$ cat src/sv/tcpg_pkg.sv
`timescale 1ns / 1ps

package tcpg_pkg;

   localparam int TEX_DEPTH   = 256;
   localparam int SCREEN_ROWS = 1024;
   localparam int ROW_W       = 10;
   localparam int COORD_W     = 32;
   localparam int IPART_W     = 16;
   localparam int TAB_AW      = 8;
   localparam int BYTE_W      = 8;
   localparam int PIX_W       = 16;
   localparam int KIND_W      = 3;
   localparam int MODE_W      = 3;

   typedef enum logic [KIND_W-1:0] {
      REQ_LOAD_TEXEL   = 3'd0,
      REQ_LOAD_LIGHT   = 3'd1,
      REQ_LOAD_PALETTE = 3'd2,
      REQ_LOAD_TRANS   = 3'd3,
      REQ_START        = 3'd4,
      REQ_PIXEL        = 3'd5
   } req_kind_type;

   typedef enum logic [MODE_W-1:0] {
      MODE_NORMAL      = 3'd0,
      MODE_SKY         = 3'd1,
      MODE_TRANSLUCENT = 3'd2,
      MODE_TRANSLATED  = 3'd3,
      MODE_SHADE       = 3'd4
   } mode_type;

   typedef struct packed {
      logic              vld;
      logic [KIND_W-1:0] kind;
      logic [TAB_AW-1:0] idx;
      logic [PIX_W-1:0]  val;
      logic [ROW_W-1:0]  row;
      logic              last;
      logic [PIX_W-1:0]  dest;
   } stage_type;

endpackage

$ cat src/sv/tcpg_ifs.sv
`timescale 1ns / 1ps

interface tcpg_req_if import tcpg_pkg::*; ();
   logic                      valid;
   logic                      ready;
   logic [KIND_W-1:0]         req_type;
   logic [TAB_AW-1:0]         table_index;
   logic [PIX_W-1:0]          table_value;
   logic [ROW_W-1:0]          first_row;
   logic [ROW_W-1:0]          last_row;
   logic signed [COORD_W-1:0] texture_mid;
   logic signed [COORD_W-1:0] scale_step;
   logic [PIX_W-1:0]          dest_pixel;

   modport source (output valid, req_type, table_index, table_value, first_row, last_row,
                   texture_mid, scale_step, dest_pixel, input ready);
   modport sink (input valid, req_type, table_index, table_value, first_row, last_row,
                 texture_mid, scale_step, dest_pixel, output ready);
endinterface


$ cat src/sv/tcpg_front.sv
`timescale 1ns / 1ps

module tcpg_front import tcpg_pkg::*; (
   input  logic              clock,
   input  logic              reset,
   input  logic              en,
   input  logic [MODE_W-1:0] draw_mode,
   input  logic [ROW_W-1:0]  center_row,
   tcpg_req_if.sink          req_chan,
   output stage_type         tex_stage
);

   localparam int RECIP_SH = 24;
   localparam int RECIP    = (1 << RECIP_SH) / TEX_DEPTH;
   localparam int RECIP_W  = $clog2(RECIP + 1);
   localparam int QPROD_W  = IPART_W + RECIP_W;
   localparam int QUOT_W   = $clog2((1 << IPART_W) / TEX_DEPTH + 1);
   localparam int REM_W    = IPART_W + 1;

   logic [COORD_W-1:0] mid_ff, mid_in;
   logic [COORD_W-1:0] acc_ff, acc_in;
   logic [COORD_W-1:0] step_ff, step_in;
   logic [ROW_W-1:0]   row_ff, row_in;
   logic [ROW_W-1:0]   end_ff, end_in;
   logic               active_ff, active_in;

   stage_type          s1_ff, s1_in;
   logic [IPART_W-1:0] s1_ipart_ff;
   stage_type          s2_ff;
   logic [IPART_W-1:0] s2_ipart_ff;
   logic [QUOT_W-1:0]  s2_quot_ff, s2_quot_in;

   logic                         accept;
   logic                         fin;
   logic [COORD_W-1:0]           coord;
   logic signed [ROW_W:0]        row_diff;
   logic signed [ROW_W+COORD_W:0] start_prod;
   logic [ROW_W-1:0]             last_clamp;
   logic                         first_ok;
   logic [QPROD_W-1:0]           qprod;
   logic [REM_W-1:0]             rem_raw;
   logic [REM_W-1:0]             rem;
   logic [TAB_AW-1:0]            tex_addr;

   assign req_chan.ready = en;
   assign accept = req_chan.valid && en;
   assign fin    = row_ff >= end_ff;
   assign coord  = mid_ff + acc_ff;

   assign row_diff   = signed'({1'b0, req_chan.first_row}) - signed'({1'b0, center_row});
   assign start_prod = row_diff * req_chan.scale_step;
   assign first_ok   = {1'b0, req_chan.first_row} < (ROW_W+1)'(SCREEN_ROWS);
   assign last_clamp = ({1'b0, req_chan.last_row} > (ROW_W+1)'(SCREEN_ROWS - 1)) ?
                       ROW_W'(SCREEN_ROWS - 1) : req_chan.last_row;

   always_comb begin
      mid_in    = mid_ff;
      acc_in    = acc_ff;
      step_in   = step_ff;
      row_in    = row_ff;
      end_in    = end_ff;
      active_in = active_ff;
      s1_in      = '0;
      s1_in.kind = req_chan.req_type;
      s1_in.idx  = req_chan.table_index;
      s1_in.val  = req_chan.table_value;
      s1_in.row  = row_ff;
      s1_in.last = fin;
      s1_in.dest = req_chan.dest_pixel;
      if (accept) begin
         case (req_chan.req_type)
            REQ_LOAD_TEXEL, REQ_LOAD_LIGHT, REQ_LOAD_PALETTE, REQ_LOAD_TRANS: begin
               s1_in.vld = 1'b1;
            end
            REQ_START: begin
               mid_in    = req_chan.texture_mid;
               acc_in    = start_prod[COORD_W-1:0];
               step_in   = req_chan.scale_step;
               row_in    = req_chan.first_row;
               end_in    = last_clamp;
               active_in = first_ok && (last_clamp >= req_chan.first_row);
            end
            REQ_PIXEL: begin
               if (active_ff) begin
                  s1_in.vld = 1'b1;
                  acc_in    = acc_ff + step_ff;
                  if (fin) begin
                     active_in = 1'b0;
                  end else begin
                     row_in = row_ff + 1'b1;
                  end
               end
            end
            default: begin
            end
         endcase
      end
   end

   // depth wrap: reciprocal estimate, one correction step
   assign qprod      = QPROD_W'(s1_ipart_ff) * QPROD_W'(RECIP);
   assign s2_quot_in = QUOT_W'(qprod >> RECIP_SH);
   assign rem_raw    = {1'b0, s2_ipart_ff} - REM_W'(s2_quot_ff) * REM_W'(TEX_DEPTH);
   assign rem        = (rem_raw >= REM_W'(TEX_DEPTH)) ? rem_raw - REM_W'(TEX_DEPTH) : rem_raw;

   always_comb begin
      case (draw_mode)
         MODE_SKY: begin
            tex_addr = s2_ipart_ff[TAB_AW-1:0];
         end
         MODE_TRANSLUCENT, MODE_TRANSLATED, MODE_SHADE: begin
            tex_addr = rem[TAB_AW-1:0];
         end
         default: begin
            tex_addr = {1'b0, s2_ipart_ff[TAB_AW-2:0]};
         end
      endcase
      tex_stage = s2_ff;
      if (s2_ff.kind == REQ_PIXEL) begin
         tex_stage.idx = tex_addr;
      end
   end

   always_ff @(posedge clock) begin
      if (reset) begin
         mid_ff    <= '0;
         acc_ff    <= '0;
         step_ff   <= '0;
         row_ff    <= '0;
         end_ff    <= '0;
         active_ff <= 1'b0;
         s1_ff     <= '0;
         s2_ff     <= '0;
      end else if (en) begin
         mid_ff    <= mid_in;
         acc_ff    <= acc_in;
         step_ff   <= step_in;
         row_ff    <= row_in;
         end_ff    <= end_in;
         active_ff <= active_in;
         s1_ff     <= s1_in;
         s2_ff     <= s1_ff;
      end
   end

   always_ff @(posedge clock) begin
      if (en) begin
         s1_ipart_ff <= coord[COORD_W-1 -: IPART_W];
         s2_ipart_ff <= s1_ipart_ff;
         s2_quot_ff  <= s2_quot_in;
      end
   end

   a_idle_pixel_dropped: assert property (@(posedge clock) disable iff (reset)
      (accept && req_chan.req_type == REQ_PIXEL && !active_ff) |=> !s1_ff.vld)
      else $error("pixel without column entered pipeline");

   a_last_ends_column: assert property (@(posedge clock) disable iff (reset)
      (accept && req_chan.req_type == REQ_PIXEL && active_ff && fin) |=>
      (!active_ff && s1_ff.vld && s1_ff.last))
      else $error("column still active after last pixel");

endmodule

$ cat src/flat_wrapper.sv
// flat-port wrapper written by rule: the top's interface ports become plain ports
module tcpg_front_flat import tcpg_pkg::*;
  (clock, reset, en, draw_mode, center_row, tex_stage, req_chan_valid, req_chan_req_type, req_chan_table_index, req_chan_table_value, req_chan_first_row, req_chan_last_row, req_chan_texture_mid, req_chan_scale_step, req_chan_dest_pixel, req_chan_ready);
  tcpg_req_if req_chan_i ();
  input  logic clock;
  input  logic reset;
  input  logic en;
  input  logic [MODE_W-1:0] draw_mode;
  input  logic [ROW_W-1:0] center_row;
  output stage_type tex_stage;
  input wire logic [$bits(req_chan_i.valid)-1:0] req_chan_valid;
  input wire logic [$bits(req_chan_i.req_type)-1:0] req_chan_req_type;
  input wire logic [$bits(req_chan_i.table_index)-1:0] req_chan_table_index;
  input wire logic [$bits(req_chan_i.table_value)-1:0] req_chan_table_value;
  input wire logic [$bits(req_chan_i.first_row)-1:0] req_chan_first_row;
  input wire logic [$bits(req_chan_i.last_row)-1:0] req_chan_last_row;
  input wire logic [$bits(req_chan_i.texture_mid)-1:0] req_chan_texture_mid;
  input wire logic [$bits(req_chan_i.scale_step)-1:0] req_chan_scale_step;
  input wire logic [$bits(req_chan_i.dest_pixel)-1:0] req_chan_dest_pixel;
  output wire logic [$bits(req_chan_i.ready)-1:0] req_chan_ready;
  assign req_chan_i.valid = req_chan_valid;
  assign req_chan_i.req_type = req_chan_req_type;
  assign req_chan_i.table_index = req_chan_table_index;
  assign req_chan_i.table_value = req_chan_table_value;
  assign req_chan_i.first_row = req_chan_first_row;
  assign req_chan_i.last_row = req_chan_last_row;
  assign req_chan_i.texture_mid = req_chan_texture_mid;
  assign req_chan_i.scale_step = req_chan_scale_step;
  assign req_chan_i.dest_pixel = req_chan_dest_pixel;
  assign req_chan_ready = req_chan_i.ready;
  tcpg_front u_core (.clock(clock), .reset(reset), .en(en), .draw_mode(draw_mode), .center_row(center_row), .req_chan(req_chan_i), .tex_stage(tex_stage));
endmodule
$ cat config.mk
export PLATFORM = sky130hd
export DESIGN_NAME = tcpg_front_flat
export DESIGN_NICKNAME = d
export VERILOG_FILES = /design/src/sv/tcpg_pkg.sv /design/src/sv/tcpg_ifs.sv /design/src/sv/tcpg_front.sv /design/src/flat_wrapper.sv
export SDC_FILE = /design/constraint.sdc
export NUM_CORES = 1
export LEC_CHECK = 0
export BUFFER_PORTS_ARGS = -buffer_cell sky130_fd_sc_hd__buf_2
export CAP_MARGIN = 15
export CORE_MARGIN = 2
export CORE_UTILIZATION = 40
export DETAILED_ROUTE_END_ITERATION = 10
export GPL_TIMING_DRIVEN = 0
export HOLD_SLACK_MARGIN = 0.06
export PLACE_DENSITY = 0.66
export SYNTH_ARGS = -nofsm -noshare
export SYNTH_HDL_FRONTEND = slang
export SYNTH_SLANG_ARGS = --single-unit
$ cat constraint.sdc
create_clock -name clock -period 11.2 [get_ports clock]
set_input_delay 1.68 -clock clock [delete_from_list [all_inputs] [get_ports clock]]
set_output_delay 1.68 -clock clock [all_outputs]
set_load 0.02 [all_outputs]
==> impl_summary.log, run 1 <==
[metrics] Mapped Cells: ~2,000
[metrics] cell at the root of the clock tree: clkbuf_16
[metrics] DR vias/cell: 5.142
[metrics] class of the worst hold path: reg -> reg
[metrics] Static Leakage: 9.116 nW
[metrics] Die Area: 44,690 um2
[metrics] wire length per cell after detailed routing: around 17 um
[metrics] clock tree from TritonCTS: built
[metrics] HPWL after DPL: 37,660 um
[metrics] count of port buffers added during placement: 179
[metrics] setup repair after global routing missed its margin: false
[metrics] vias after detailed routing: 14,020
[metrics] placeable core region: around 42,000 um2
[metrics] Synth area leader: dfxtp_1
[metrics] Resized cells post-CTS: 0
[metrics] max-slew violation total from the final report: 0
[metrics] status: completed
[metrics] Rel. slew slack: 0.2626
[metrics] number of filler cells placed in the layout: between 4,000 and 5,000
[metrics] Worst setup SP type: input pin
[metrics] number of max-capacitance violations reported: 0
[metrics] Worst path slowest cell: xor2_1
[metrics] number of failing setup endpoints in the final timing report: 0
[metrics] initial core utilization: 0.4075
[metrics] CTS Buf Count: 23
[metrics] synthesized net count: between 2,000 and 2,500
[metrics] library cells used by synthesis: between 60 and 70
[metrics] number of DRC markers after the initial detailed-route iteration: between 600 and 700
[metrics] hold path depth: 0
[metrics] maximum number of pins on one net before global-route repair: 19
[metrics] fraction of final layout cells with drive strength greater than 1: 0.1290
[metrics] total area of sequential cells: 4544 um2
[metrics] antenna violations before repair: 3
[metrics] total track usage: 0.2141
[metrics] top cell type's share of synthesized area: 0.2362
[metrics] Max Freq: 101.1 MHz
[metrics] clock tree skew after final layout: around 0.0088 ns
[metrics] average instance area after synthesis: approximately 8.8 um2
[metrics] Post-synth EDFFs: 16
[metrics] global-route wire length before repair: around 76,000 um
[metrics] post-detailed-placement cell area: ~19,000 um2
[metrics] final-layout setup total negative slack: 0 ns
[metrics] cell count after placement: around 2,700
[metrics] Post-CTS Repair Setup Buffers: 0
[metrics] Max Fanout on Critical Path: 10
[metrics] clock transition at the registers of the reported paths: 0.06 ns
[metrics] smallest setup slack after layout: ~1.3 ns
[metrics] cell area after layout: 19,550 um2
[metrics] CTS Buffer Depth: 3
[metrics] post-route DRC violation count: 0
[metrics] launching element of the worst setup path: req_chan_first_row[0]
[metrics] Placement Rows: 75
[metrics] Worst Hold Launch: u_core.s1_ipart_ff[2]
[metrics] via count of the first global-routing pass: approximately 14,000
[metrics] final hold violations: 0
[metrics] global route total overflow: 0
[metrics] peak per-stage delay on the critical path: 0.83 ns
[metrics] pre-CTS setup slack: a little under 0.9 ns
[metrics] Post-Route WL: between 40,000 and 50,000 um
[metrics] number of nets in the finished design: around 2,600
[metrics] Worst-Margin Slew: around 1.1 ns
[metrics] GP Congestion: 0.9001
[metrics] area used by multi-input combinational logic: between 10,000 and 15,000 um2
[metrics] critical setup path kind: in -> reg
[metrics] worst voltage drop across the vdd grid: 0.0004807 V
[metrics] area added between synthesis and finish: 13.63%
[metrics] main area contributors after synthesis: dfxtp_1 24%, fa_1 17%, ha_1 9.8%
[metrics] Die Y: ~210 um
[metrics] Worst-Skew Late Latency: 0.51 ns
[metrics] number of levels the H-tree was split into: 1
[metrics] Final Critical Period: a little under 10 ns
[metrics] leading register cell type out of synthesis: dfxtp_1
[metrics] sinks on the clock net: 219
[metrics] fraction of registers with async set or reset after synthesis: 0
[metrics] reg-to-reg startpoint: u_core.row_ff[0]
[metrics] endpoint type of the worst setup path: register
[metrics] critical path's most frequent cell: fa_1
[metrics] critical path data required time: between 10 and 15 ns
[metrics] count of warnings emitted by yosys: 0
[metrics] post-route fraction of the period consumed by the critical path: 0.8833
[metrics] number of standard cells in the layout, taps in and fillers out: 2,727
[metrics] overall die width: 211.4 um
[metrics] post-synthesis sequential element count: 219
[metrics] WP data arrival: a little over 10 ns
[metrics] ratio of total power to cell area: between 300 and 400 nW/um2
[metrics] worst reg2reg path depth: 13
[metrics] sequential cell area fraction in the yosys report: 0.2641
[metrics] I/O pin cnt: 200
[metrics] Antenna Nets Post-Route: 0
[metrics] detailed-routing iteration count for the pre-antenna-repair pass: 5
[metrics] cts-stage hold buffer count: 0
[metrics] Syn Std Cell Area: between 15,000 and 20,000 um2
-- critical path: cells and delay by family --
| kind | cells | cell delay [ns] |
|---|---|---|
| buffers and inverters | 7 | 0.95 |
| XOR/XNOR | 1 | 0.83 |
| adder cells (fa/ha/maj) | 8 | 3.53 |
| AO/OA/AOI/OAI | 11 | 2.47 |
| AND/OR/NAND/NOR | 3 | 0.80 |
-- state kept, by name, indices dropped and copies added (netlist names) --
| signal | cells |
|---|---|
| u_core.s1_ff | 55 |
| u_core.tex_stage | 47 |
| u_core.row_ff | 10 |
| u_core.s2_ipart_ff | 8 |
| u_core.s2_ff | 8 |
| u_core.active_ff | 1 |
| u_core.acc_ff | 24 |
| u_core.s1_ipart_ff | 8 |
| u_core.step_ff | 24 |
| u_core.mid_ff | 24 |
| u_core.end_ff | 10 |
-- stage by stage --
step	power [W]	hold WS, ns	utilization
3_3_place_gp	0.005178	0.4060	0.4447
6_report	0.006018	0.4171	0.4630
4_1_cts	0.006058	0.4172	0.4629
3_5_place_dp	0.005258	0.4052	0.4449
2_1_floorplan	0.004211	0.4003	-
5_1_grt	0.006666	0.4272	0.4629
-- synth_stat cells (7+ instances only) --
cell	n
o21a_1	9
nand2_1	238
nor2b_1	35
inv_1	211
nand2b_1	7
xor2_1	15
nor2_1	181
o31ai_1	8
buf_4	48
a21o_1	30
o21ai_0	52
xnor2_1	45
ha_1	135
or3_1	9
mux2i_1	109
clkbuf_1	90
a211oi_1	17
o21bai_1	8
nand3_1	13
a21oi_1	120
buf_1	9
o211ai_1	10
edfxtp_1	16
and2_1	87
fa_1	150
dfxtp_1	203
mux2_2	7
nor3_1	22
and3_1	9
-- power by group --
part           total [W]  leakage [nW]  switching (W)  internal [W]
Combinational    0.00442          6.93        0.00256       0.00186
Clock           0.000769         0.371       0.000305      0.000464
Sequential      0.000832          1.81      0.0000164      0.000816
-- area by class of cell --
cell class	instances	area share
Sequential cell	219	0.2324
Clock inverter	5	0.004159
Antenna cell	2	0.0002560
Tap cell	539	0.03449
Multi-Input combinational cell	1389	0.5697
Timing Repair Buffer	180	0.04620
Inverter	211	0.04051
Clock buffer	35	0.03481
Buffer	147	0.03744
-- final timing paths --
check / endpoint / slack (ns)
setup reg to reg: u_core.active_ff / 7.80
setup / recovery: u_core.acc_ff[23] / 1.31
hold reg to reg: u_core.s2_ipart_ff[2] / 0.42
hold / removal: u_core.s2_ipart_ff[2] / 0.42
-- metal layers --
| metal | vias to the layer above | share of wire | track usage |
|---|---|---|---|
| li1 | 6760 | - | - |
| met1 | 6833 | 0.45 | 0.2843 |
| met2 | 344 | 0.48 | 0.3745 |
| met3 | 80 | 0.048 | 0.02359 |
| met4 | 4 | 0.022 | 0.04808 |
| met5 | - | 0.00051 | 0 |
-- layout by cell type (no fill, tap or decap), types with 3 or more instances in the layout --
master / Yosys / final
a21oi_1: 120 / 120
xor2_1: 15 / 15
xnor2_1: 45 / 45
o21bai_1: 8 / 8
ha_1: 135 / 135
o22ai_1: 3 / 3
or3_1: 9 / 9
a21o_1: 30 / 30
dfxtp_1: 203 / 203
buf_1: 9 / 9
edfxtp_1: 16 / 16
o21a_1: 9 / 9
and2_1: 87 / 87
clkbuf_8: 0 / 6
buf_4: 48 / 49
nor3_1: 22 / 22
mux2i_1: 109 / 109
mux2_2: 7 / 7
fa_1: 150 / 150
and3_1: 9 / 9
o2111ai_1: 4 / 4
a211oi_1: 17 / 17
a311oi_1: 4 / 4
a22oi_1: 3 / 3
nor2_1: 181 / 181
o21ai_0: 52 / 52
o31ai_1: 8 / 8
nand3_1: 13 / 13
o21ai_1: 4 / 4
o311ai_0: 3 / 3
inv_1: 211 / 211
a31oi_1: 6 / 6
clkbuf_16: 0 / 23
clkbuf_1: 90 / 96
o211ai_1: 10 / 10
or2_2: 6 / 6
nand2b_1: 7 / 7
nand2_1: 238 / 238
buf_2: 0 / 179
nor2b_1: 35 / 35
-- cells by family after synthesis --
logic type	after synthesis	share of synthesized area
flip-flops	219	0.2641
XOR/XNOR	61	0.03148
multiplexers	116	0.06799
buffers and inverters	358	0.08856
AO/OA/AOI/OAI	304	0.1112
adder cells (fa/ha/maj)	285	0.2727
AND/OR/NAND/NOR	623	0.1640
(Power assumes the default switching activity.)
==> run 2: changes to the inputs <==
--- a/config.mk
+++ b/config.mk
@@ -10,7 +10,6 @@
 export CORE_MARGIN = 2
 export CORE_UTILIZATION = 40
 export DETAILED_ROUTE_END_ITERATION = 10
-export GPL_TIMING_DRIVEN = 0
 export HOLD_SLACK_MARGIN = 0.06
 export PLACE_DENSITY = 0.66
 export SYNTH_ARGS = -nofsm -noshare
==> run 2 against run 1 <==
Power decreased by 2.3%. Die area unchanged. Critical path type unchanged. Register-to-register slack improved by 0.14 ns. Non-clock buffer count decreased by 131. Largest cell class unchanged. Combinational power decreased by 4%.
==> impl_summary.log, run 2 (synthesized netlist as in run 1, its figures left out) <==
[metrics] sequential cell fraction of total power: 0.141 (+0.003)
[metrics] worst reg-to-reg setup slack: 7.94 ns (+0.14 ns)
[metrics] commonest non-fill, non-tap cell in the layout: nand2_1
[metrics] final hold violations: 0 (unchanged)
[metrics] pre-CTS setup slack: 1.653 ns (+0.7595 ns)
[metrics] clock tree from TritonCTS: built
[metrics] Static Leakage: 8.854 nW (-2.9%)
[metrics] clock tree skew after final layout: 0.008314 ns (-0.0005235 ns)
[metrics] total area of sequential cells: 4544 um2 (unchanged)
[metrics] Worst Path Buf+Inv: 7 (unchanged)
[metrics] number of filler cells placed in the layout: 4,135 (-0.024%)
[metrics] area added between synthesis and finish: 10.54%
[metrics] I/O pin cnt: 200 (unchanged)
[metrics] number of standard cells in the layout, taps in and fillers out: 2,598 (-4.7%)
[metrics] CP endpoint: u_core.acc_ff[23]
[metrics] GP Congestion: 0.8446 (-6.2%)
[metrics] peak per-stage delay on the critical path: 0.55 ns (-0.28 ns)
[metrics] post-route fraction of the period consumed by the critical path: 0.8059 (-0.07732)
[metrics] Worst-Margin Slew: 1.064 ns (-0.03426 ns)
[metrics] launching element of the worst setup path: req_chan_first_row[0]
[metrics] setup repair after global routing missed its margin: false
[metrics] clock transition at the registers of the reported paths: 0.06 ns (about the same)
[metrics] destination of the worst register-to-register timing path: u_core.active_ff
[metrics] overall power: 0.005880 W (-2.3%)
[metrics] placeable core region: 42,230 um2 (unchanged)
[metrics] Max Freq: 110.8 MHz (+9.6%)
[metrics] global route total overflow: 0 (unchanged)
[metrics] HPWL after DPL: 30,370 um (-19%)
[metrics] Antenna Nets Post-Route: 0 (unchanged)
[metrics] sinks on the clock net: 219 (unchanged)
[metrics] Worst path slowest cell: fa_1
[metrics] sw power: 0.002748 W (-4.5%)
[metrics] CTS Buffer Depth: 3 (unchanged)
[metrics] most frequent cells in the layout: 238 x nand2_1, 211 x inv_1, 203 x dfxtp_1
[metrics] CTS Buf Count: 24 (+4.3%)
[metrics] vias after detailed routing: 13,250 (-5.5%)
[metrics] Die Area: 44,690 um2 (unchanged)
[metrics] via count of the first global-routing pass: 13,700 (-5.5%)
[metrics] reg-to-reg startpoint: u_core.row_ff[0]
[metrics] area used by multi-input combinational logic: 11,160 um2 (+0.20%)
[metrics] Post-CTS Repair Setup Buffers: 0 (unchanged)
[metrics] dominant delay contributor by cell family on the critical path: adder cells
[metrics] worst voltage drop across the vdd grid: 0.0004678 V (-2.7%)
[metrics] Placement Rows: 75 (unchanged)
[metrics] Max Fanout on Critical Path: 15 (+5)
[metrics] number of max-capacitance violations reported: 0 (unchanged)
[metrics] largest register by flop count: u_core.s1_ff
[metrics] class of the worst hold path: reg -> reg
[metrics] smallest setup slack after layout: 2.173 ns (+0.8659 ns)
[metrics] Final Critical Period: 9.027 ns (-0.8659 ns)
[metrics] DR vias/cell: 5.102 (-0.78%)
[metrics] critical path data required time: 11.60 ns (about the same)
[metrics] detailed-routing iteration count for the pre-antenna-repair pass: 5 (unchanged)
[metrics] total track usage: 0.1797 (-0.03437)
[metrics] Resized cells post-CTS: 0 (unchanged)
[metrics] maximum number of pins on one net before global-route repair: 107 (+88)
[metrics] cts-stage hold buffer count: 0 (unchanged)
[metrics] number of nets in the finished design: 2,470 (-5.0%)
[metrics] cell at the root of the clock tree: clkbuf_16
[metrics] global-route wire length before repair: 66,780 um (-12%)
[metrics] Die Y: 211.4 um (unchanged)
[metrics] final-layout setup total negative slack: 0 ns (unchanged)
[metrics] fraction of final layout cells with drive strength greater than 1: 0.1234 (-0.005582)
[metrics] Rel. slew slack: 0.2907 (+0.02810)
[metrics] wire length per cell after detailed routing: 15.36 um (-11%)
[metrics] Worst setup SP type: input pin
[metrics] power share of the combinational group: 0.722 (-0.012)
[metrics] post-route DRC violation count: 0 (unchanged)
[metrics] number of flip-flops in the largest register: 55 (unchanged)
[metrics] count of port buffers added during placement: 183 (+2.2%)
[metrics] worst reg2reg path depth: 13 (unchanged)
[metrics] number of DRC markers after the initial detailed-route iteration: 660 (-0.75%)
[metrics] max-slew violation total from the final report: 0 (unchanged)
[metrics] ratio of total power to cell area: 309.1 nW/um2 (+0.44%)
[metrics] critical setup path kind: in -> reg
[metrics] initial core utilization: 0.4075 (unchanged)
[metrics] WP data arrival: 9.43 ns (-0.85 ns)
[metrics] portion of total power attributed to the clock network: 0.136 (+0.008)
[metrics] overall die width: 211.4 um (unchanged)
[metrics] antenna violations before repair: 1 (-2)
[metrics] post-route worst hold slack: 0.4165 ns (-0.0005910 ns)
[metrics] number of levels the H-tree was split into: 1 (unchanged)
[metrics] cell count after placement: 2,553 (-4.9%)
[metrics] Post-Route WL: 39,910 um (-15%)
[metrics] share of total power consumed by net switching: 0.4674 (-0.01097)
[metrics] Worst-Skew Late Latency: 0.52 ns (about the same)
[metrics] endpoint type of the worst setup path: register
[metrics] internal power: 0.003131 W (-0.24%)
[metrics] status: completed
[metrics] number of cells on the critical path: 31 (+3.3%)
[metrics] number of failing setup endpoints in the final timing report: 0 (unchanged)
==> run 2: changes by cell type in the layout (fill, tap and decap cells not counted), sizes merged <==
cell    before  now
buf        237  196
bufinv       2    3
clkbuf     125   32
clkinv       1    7
diode        2    1
inv        212  211
==> run 2: area by class of cell <==
type,instances,area share
antenna,1,0.0001316
clock buffer,32,0.03473
clock inverter,11,0.007302
inverter,211,0.04164
multi-input combinational,1389,0.5868
sequential,219,0.2389
tap,539,0.03546
timing repair buffer,196,0.05499
==> run 2: routing by layer <==
metal,up-vias,share of wire,track usage
met5,-,0,0
met4,0,0.012,0.03084
met3,40,0.034,0.01914
met2,216,0.50,0.3244
met1,6481,0.46,0.2343
li1,6517,-,-
==> run 2: worst min path at each step <==
stage	slack (ns)	depth (start not counted)	endpoint	startpoint
finish	0.42	0	u_core.s2_ipart_ff[3]	u_core.s1_ipart_ff[3]
global route	0.43	0	u_core.s2_ipart_ff[1]	u_core.s1_ipart_ff[1]
CTS	0.42	0	u_core.s2_ipart_ff[3]	u_core.s1_ipart_ff[3]
detailed placement	0.41	0	u_core.s2_ipart_ff[4]	u_core.s1_ipart_ff[4]
global placement	0.41	0	u_core.s2_ipart_ff[1]	u_core.s1_ipart_ff[1]
floorplan	0.40	0	u_core.s2_ipart_ff[0]	u_core.s1_ipart_ff[0]
==> run 2: power groups by stage <==
stage	Clock (W)	Combinational, W	Sequential [W]
CTS	0.000818	0.00432	0.000832
global placement	0	0.00420	0.000848
detailed placement	0	0.00428	0.000849
finish	0.000801	0.00425	0.000832
global route	0.000850	0.00493	0.000834
floorplan	0	0.00337	0.000843
==> run 2: per-stage QoR <==
step                      utilization  cell area (um2)
after floorplan                     -            17210
after global placement         0.4308            18190
after detailed placement       0.4308            18190
after CTS                      0.4497            18990
after global routing           0.4504            19020
final                          0.4504            19020
